### config.mk
export PLATFORM = sky130hd
export DESIGN_NAME = tbw_div_lane
export DESIGN_NICKNAME = d
export VERILOG_FILES = /design/src/tbw_pkg.sv /design/src/tbw_div_lane.sv
export SDC_FILE = /design/constraint.sdc
export NUM_CORES = 2
export LEC_CHECK = 0
export BUFFER_PORTS_ARGS = -buffer_cell sky130_fd_sc_hd__buf_2
export CORE_ASPECT_RATIO = 0.8
export CORE_MARGIN = 2
export CORE_UTILIZATION = 30
export DETAILED_ROUTE_END_ITERATION = 12
export PLACE_DENSITY_LB_ADDON = 0.08
export SLEW_MARGIN = 5
export SYNTH_ARGS = -nofsm -noshare
export SYNTH_HDL_FRONTEND = slang
export SYNTH_SLANG_ARGS = --single-unit
### constraint.sdc
create_clock -name clock -period 5.81 [get_ports clock]
set_input_delay 0.2905 -clock clock [delete_from_list [all_inputs] [get_ports clock]]
set_output_delay 0.2905 -clock clock [all_outputs]
set_load 0.01 [all_outputs]
### src/tbw_pkg.sv
`default_nettype none

package tbw_pkg;

   // Field and register widths
   localparam int NORMAL_W = 16;
   localparam int CFG_W = 16;
   localparam int WEIGHT_W = 17;
   localparam int NUM_LANES = 3;

   // Log stage: magnitude, top-bit index, Q.16 log value
   localparam int MAG_W = 16;
   localparam int LZ_W = 4;
   localparam int FRAC_W = 16;
   localparam int MANT_POINT = 14;
   localparam int LOG_W = LZ_W + 1 + FRAC_W;

   // Product of log and Q4.12 exponent
   localparam int EXP_FRAC_LSB = 12;
   localparam int EXP_INT_LSB = FRAC_W + EXP_FRAC_LSB;
   localparam int PROD_W = LOG_W + CFG_W + 1;
   localparam int K_W = PROD_W - EXP_INT_LSB;

   // Exp2 stage and power in Q.24
   localparam int MANT_W = FRAC_W + 1;
   localparam int POW_FRAC_W = 24;
   localparam int SHIFT_W = K_W + 1;
   localparam int SHL_W = 6;
   localparam int SHR_W = 5;
   localparam int POW_W = 56;
   localparam int SUM_W = POW_W + 2;

   // Normalizing divider
   localparam int NUM_W = 64;
   localparam int QUO_W = WEIGHT_W;
   localparam int CMP_W = SUM_W + QUO_W;

   // Pipeline depth
   localparam int LANE_STAGES = 3;
   localparam int DIV_STAGES = 3 + QUO_W;
   localparam int SUM_TAPS = DIV_STAGES - 1;
   localparam int PIPE_STAGES = LANE_STAGES + DIV_STAGES;

   localparam logic [WEIGHT_W-1:0] WEIGHT_ONE = 17'h1_0000;
   localparam logic [POW_W-1:0] POW_ONE = 56'h100_0000;
   localparam logic [CFG_W-1:0] BLEND_EXPONENT_RESET = 16'd4096;
   localparam logic [CFG_W-1:0] WEIGHT_FLOOR_RESET = 16'd7;

   localparam int CSR_IDX_W = 1;

   typedef enum logic [CSR_IDX_W-1:0] {
      CSR_BLEND_EXPONENT = 1'b0,
      CSR_WEIGHT_FLOOR   = 1'b1
   } csr_index_type;

   typedef struct packed {
      logic empty;
      logic sum_zero;
   } tag_type;

endpackage

`default_nettype wire

### src/tbw_div_lane.sv
`default_nettype none

module tbw_div_lane (
   input  logic                             clock,
   input  logic [tbw_pkg::POW_W-1:0]        power,
   input  logic [tbw_pkg::SUM_W-1:0]        divisor [tbw_pkg::SUM_TAPS],
   input  logic [tbw_pkg::DIV_STAGES-1:0]   stage_en,
   output logic [tbw_pkg::WEIGHT_W-1:0]     weight
);
   import tbw_pkg::*;

   logic [POW_W-1:0] pow_ff;
   logic [NUM_W-1:0] num_in, num_ff;
   logic             sat_in;
   logic [NUM_W-1:0] rem_ff [QUO_W];
   logic [QUO_W-1:0] quo_ff [QUO_W];
   logic             sat_ff [QUO_W+1];

   // Numerator wraps at 64 bits; add half the sum to round to nearest
   assign num_in = {pow_ff[NUM_W-FRAC_W-1:0], FRAC_W'(0)} + NUM_W'(divisor[0] >> 1);
   // Quotient of 2^17 or more saturates
   assign sat_in = CMP_W'(num_ff) >= {divisor[1], QUO_W'(0)};

   always_ff @(posedge clock) begin
      if (stage_en[0]) pow_ff <= power;
      if (stage_en[1]) num_ff <= num_in;
      if (stage_en[2]) begin
         rem_ff[0] <= num_ff;
         sat_ff[0] <= sat_in;
      end
   end

   // One restoring step per stage, most significant quotient bit first
   for (genvar j = 0; j < QUO_W; j++) begin : g_step
      localparam int BIT = QUO_W - 1 - j;
      logic [CMP_W-1:0] trial;
      logic             fits;
      logic [NUM_W-1:0] rem_in;
      logic [QUO_W-1:0] quo_prev;
      logic [QUO_W-1:0] quo_in;

      if (j == 0) begin : g_first
         assign quo_prev = '0;
      end else begin : g_next
         assign quo_prev = quo_ff[j-1];
      end

      always_comb begin
         trial = CMP_W'(divisor[2+j]) << BIT;
         fits = CMP_W'(rem_ff[j]) >= trial;
         rem_in = fits ? rem_ff[j] - trial[NUM_W-1:0] : rem_ff[j];
         quo_in = quo_prev;
         quo_in[BIT] = fits;
      end

      always_ff @(posedge clock) begin
         if (stage_en[3+j]) begin
            quo_ff[j] <= quo_in;
            sat_ff[j+1] <= sat_ff[j];
         end
      end

      if (j < QUO_W - 1) begin : g_rem
         always_ff @(posedge clock) begin
            if (stage_en[3+j]) rem_ff[j+1] <= rem_in;
         end
      end
   end

   // Clamp to one
   assign weight = (sat_ff[QUO_W] || quo_ff[QUO_W-1] > WEIGHT_ONE) ? WEIGHT_ONE
                                                                     : quo_ff[QUO_W-1];

endmodule

`default_nettype wire
==> flow_summary.yaml <==
timing:
  period_minus_slack_ps: 5746
  fmax_mhz: 174.0
  rsz0062_at_grt: "no"
  setup_viol: 0
  fin_crit_sh_pct: 98.90
  relSlewSlack_pct: 9.255
  tightest_slew_ps: 1347
  layout_setup_ws_ps: 63.99
  hold_viol_final: 0
  fin_skew_ps: 28.61
  slew_violations: 0
global_route:
  grt_overflow: 0
  grt_max_degree: 118
  antenna_found_initial: 129
  grt_pass1_wl_um: 608800
  grt_pass1_vias: 91512
  grt_use_total_pct: 22.43
logic_synthesis:
  synth_cell_types: 108
  ys_seq_elements: 1371
  yosys-top-cells-area: "edfxtp_1 (38%), ha_1 (12%), a21oi_1 (5.4%), a21o_1 (4.5%), xnor2_1 (4.3%)"
  syn-cell-area_mm2: 0.1078
  avgSynthCellArea_um2: 9.272
  yosysWarnings: 0
  yosysTopAreaCellShare_pct: 38.17
  syn-instance-count: 11631
  synth-main-ff-cell: "edfxtp_1"
  synth_area_leader_cell: "edfxtp_1"
  synth_nets: 13846
  postSynth.asyncResetShare_pct: 0
  synth_edf_count: 1371
  yosysSeqAreaShare_pct: 38.17
routing:
  post_drt_wl_per_cell_um: 24.10
  drtIter0Drc: 7193
  first_pass_iters: 6
  drt-met1-wl_um: 198000
  drtAntennaViolNets: 0
  num_vias: 92615
  wl_met2_um: 199000
  wl_met3_um: 18200
  remaining_drc_errors: 0
  top_layer_used: "met5"
  viasPerCell: 5.222
  postRouteWirelength_um: 427400
critical_path:
  arrival_ps: 6230
  cp_max_fo: 33
  critPathRequiredTime_ps: 6300
  startpoint_type: "flip-flop"
  crit_path_end_kind: "flip-flop"
  r2r_end: "rem_ff[1][16]"
  ff2ff_setup_slack_ps: 60
  rr_worst_depth: 15
  timing.rr.start: "rem_ff[0][457]"
  criticalPathCategory: "flip-flop to flip-flop"
job:
  cap_violations: 0
placed_design:
  routabilityCongestion: 0.9244
  dpl.cell_count: 17187
  portBuffers: 1186
  dp_hpwl_um: 353900
  dp_slack_ps: 128.3
min_path:
  hold_class: "input port to flip-flop"
  hold_start: "divisor[1042]"
  hold_path_depth: 4
  min_to: "sat_ff[0]"
finish:
  synthToLayoutAreaGrowth_pct: 16.89
  final_cells: 17734
  drive_gt1_share_pct: 15.05
  final_common_cell: "edfxtp_1"
  multiInputGateArea_mm2: 0.06041
  nFillCells: 36949
  final_cell_mix: "edfxtp_1 (1371), inv_1 (1200), a21oi_1 (1173)"
  area.sequential_mm2: 0.04117
  layout.nets: 15010
die:
  pin_count: 1196
  die_h_um: 540.3
  dieArea_mm2: 0.3643
  num_rows: 196
  core_mm2: 0.3571
  start_util_pct: 30.20
  dieWidth_um: 674.4
outcome:
  status: "complete, no violations"
cts:
  cts.htree.levels: 4
  cts_tree: "done"
  clockRootBuffer: "clkbuf_16"
  cts_buffer_depth: 4
  cts.sinks: 1371
  clk_pin_slew_ps: 70
  cts_buffers: 171
  clk_latency_ps: 870
power_and_ir_drop:
  vdd_drop_max_uv: 204.4
  p_leak_nw: 55.74
  power.density_cell_area_mw_per_mm2: 340.5
==> Yosys cell counts, drive strengths merged (78+ instances only) <==
cell type,n
a31oi,88
xnor2,527
o21ai,881
ha,1019
a21o,649
nand3,197
a21oi,1177
and3,88
nor2b,119
nand2b,116
inv,1200
o21a,78
xor2,342
clkbuf,372
nor2,637
nand4,255
nor3,123
edfxtp,1371
mux2,336
nand2,960
o21bai,160
==> per-stage QoR <==
stage	total power, W	hold slack (ps)	instance area, µm²	utilization [%]	setup TNS [ps]
global route	0.04575	28.73	126000	35.29	0
global placement	0.03212	404.6	118600	33.21	-7.186
detailed placement	0.03210	404.5	118600	33.22	0
CTS	0.04343	0.6647	125900	35.27	0
finish	0.04292	71.86	126100	35.31	0
floorplan	0.02649	389.4	107800	-	0
==> logic make-up after synthesis <==
kind of cell	synth area share [%]
AND/OR/NAND/NOR	12.37
multiplexers	3.761
XOR/XNOR	7.057
buffers and inverters	5.954
adder cells (fa/ha/maj)	12.14
AO/OA/AOI/OAI	20.55
flip-flops	38.17
==> registers in the layout (all words and copies together) (netlist names) <==
name and flops:
num_ff 64, rem_ff 1088, quo_ff 153, sat_ff 18, pow_ff 48
==> power by group <==
group          internal (W)  total [W]  switching (W)
Clock               0.00618     0.0108        0.00464
Sequential           0.0133     0.0146        0.00128
Combinational       0.00718     0.0175         0.0103
Total                0.0267     0.0429         0.0162
==> what timing repair did <==
item | CTS | global route
hold buffers | 187 | 0
setup endpoints to repair | 0 | 1
gates resized for setup | 0 | 1
setup buffers | 0 | 0
hold endpoints to repair | 394 | 0
==> metal layers <==
layer | GRT usage [%] | vias up
met5 | 0 | -
li1 | - | 44674
met4 | 6.756 | 6
met1 | 30.87 | 44958
met2 | 37.08 | 2461
met3 | 2.182 | 516
==> final cells by class <==
| cell class | count | share of cell area, % |
|---|---|---|
| Sequential cell | 1371 | 32.66 |
| Timing Repair Buffer | 1432 | 6.701 |
| Clock buffer | 207 | 3.552 |
| Multi-Input combinational cell | 8619 | 47.92 |
| Tap cell | 4752 | 4.716 |
| Inverter | 1200 | 3.573 |
| Clock inverter | 106 | 0.7880 |
| Antenna cell | 47 | 0.09330 |
==> critical path, stage by stage, from the launching register on <==
cell and delay (ps):
edfxtp_1 370, inv_1 60, ha_1 210, fa_1 420, nand2b_1 180, a21o_1 190, a311oi_2 350, o2111ai_1 240
a2111o_1 430, nand3_1 250, a41o_1 340, a41oi_1 250, o311ai_1 410, nand2_2 300, buf_4 340, o21ai_0 1010
==> worst max-delay path by stage <==
| stage | slack, ps | from | cells after the start | endpoint |
|---|---|---|---|---|
| 2_1_floorplan | 1730 | rem_ff[0][331] | 16 | rem_ff[0][400] |
| 3_3_place_gp | -7 | divisor[522] | 14 | rem_ff[1][24] |
| 3_5_place_dp | 130 | divisor[522] | 15 | rem_ff[1][17] |
| 4_1_cts | 140 | rem_ff[0][457] | 15 | rem_ff[1][17] |
| 5_1_grt | 40 | rem_ff[0][457] | 15 | rem_ff[1][16] |
| 6_report | 60 | rem_ff[0][457] | 15 | rem_ff[1][16] |
(Power assumes the default switching activity.)
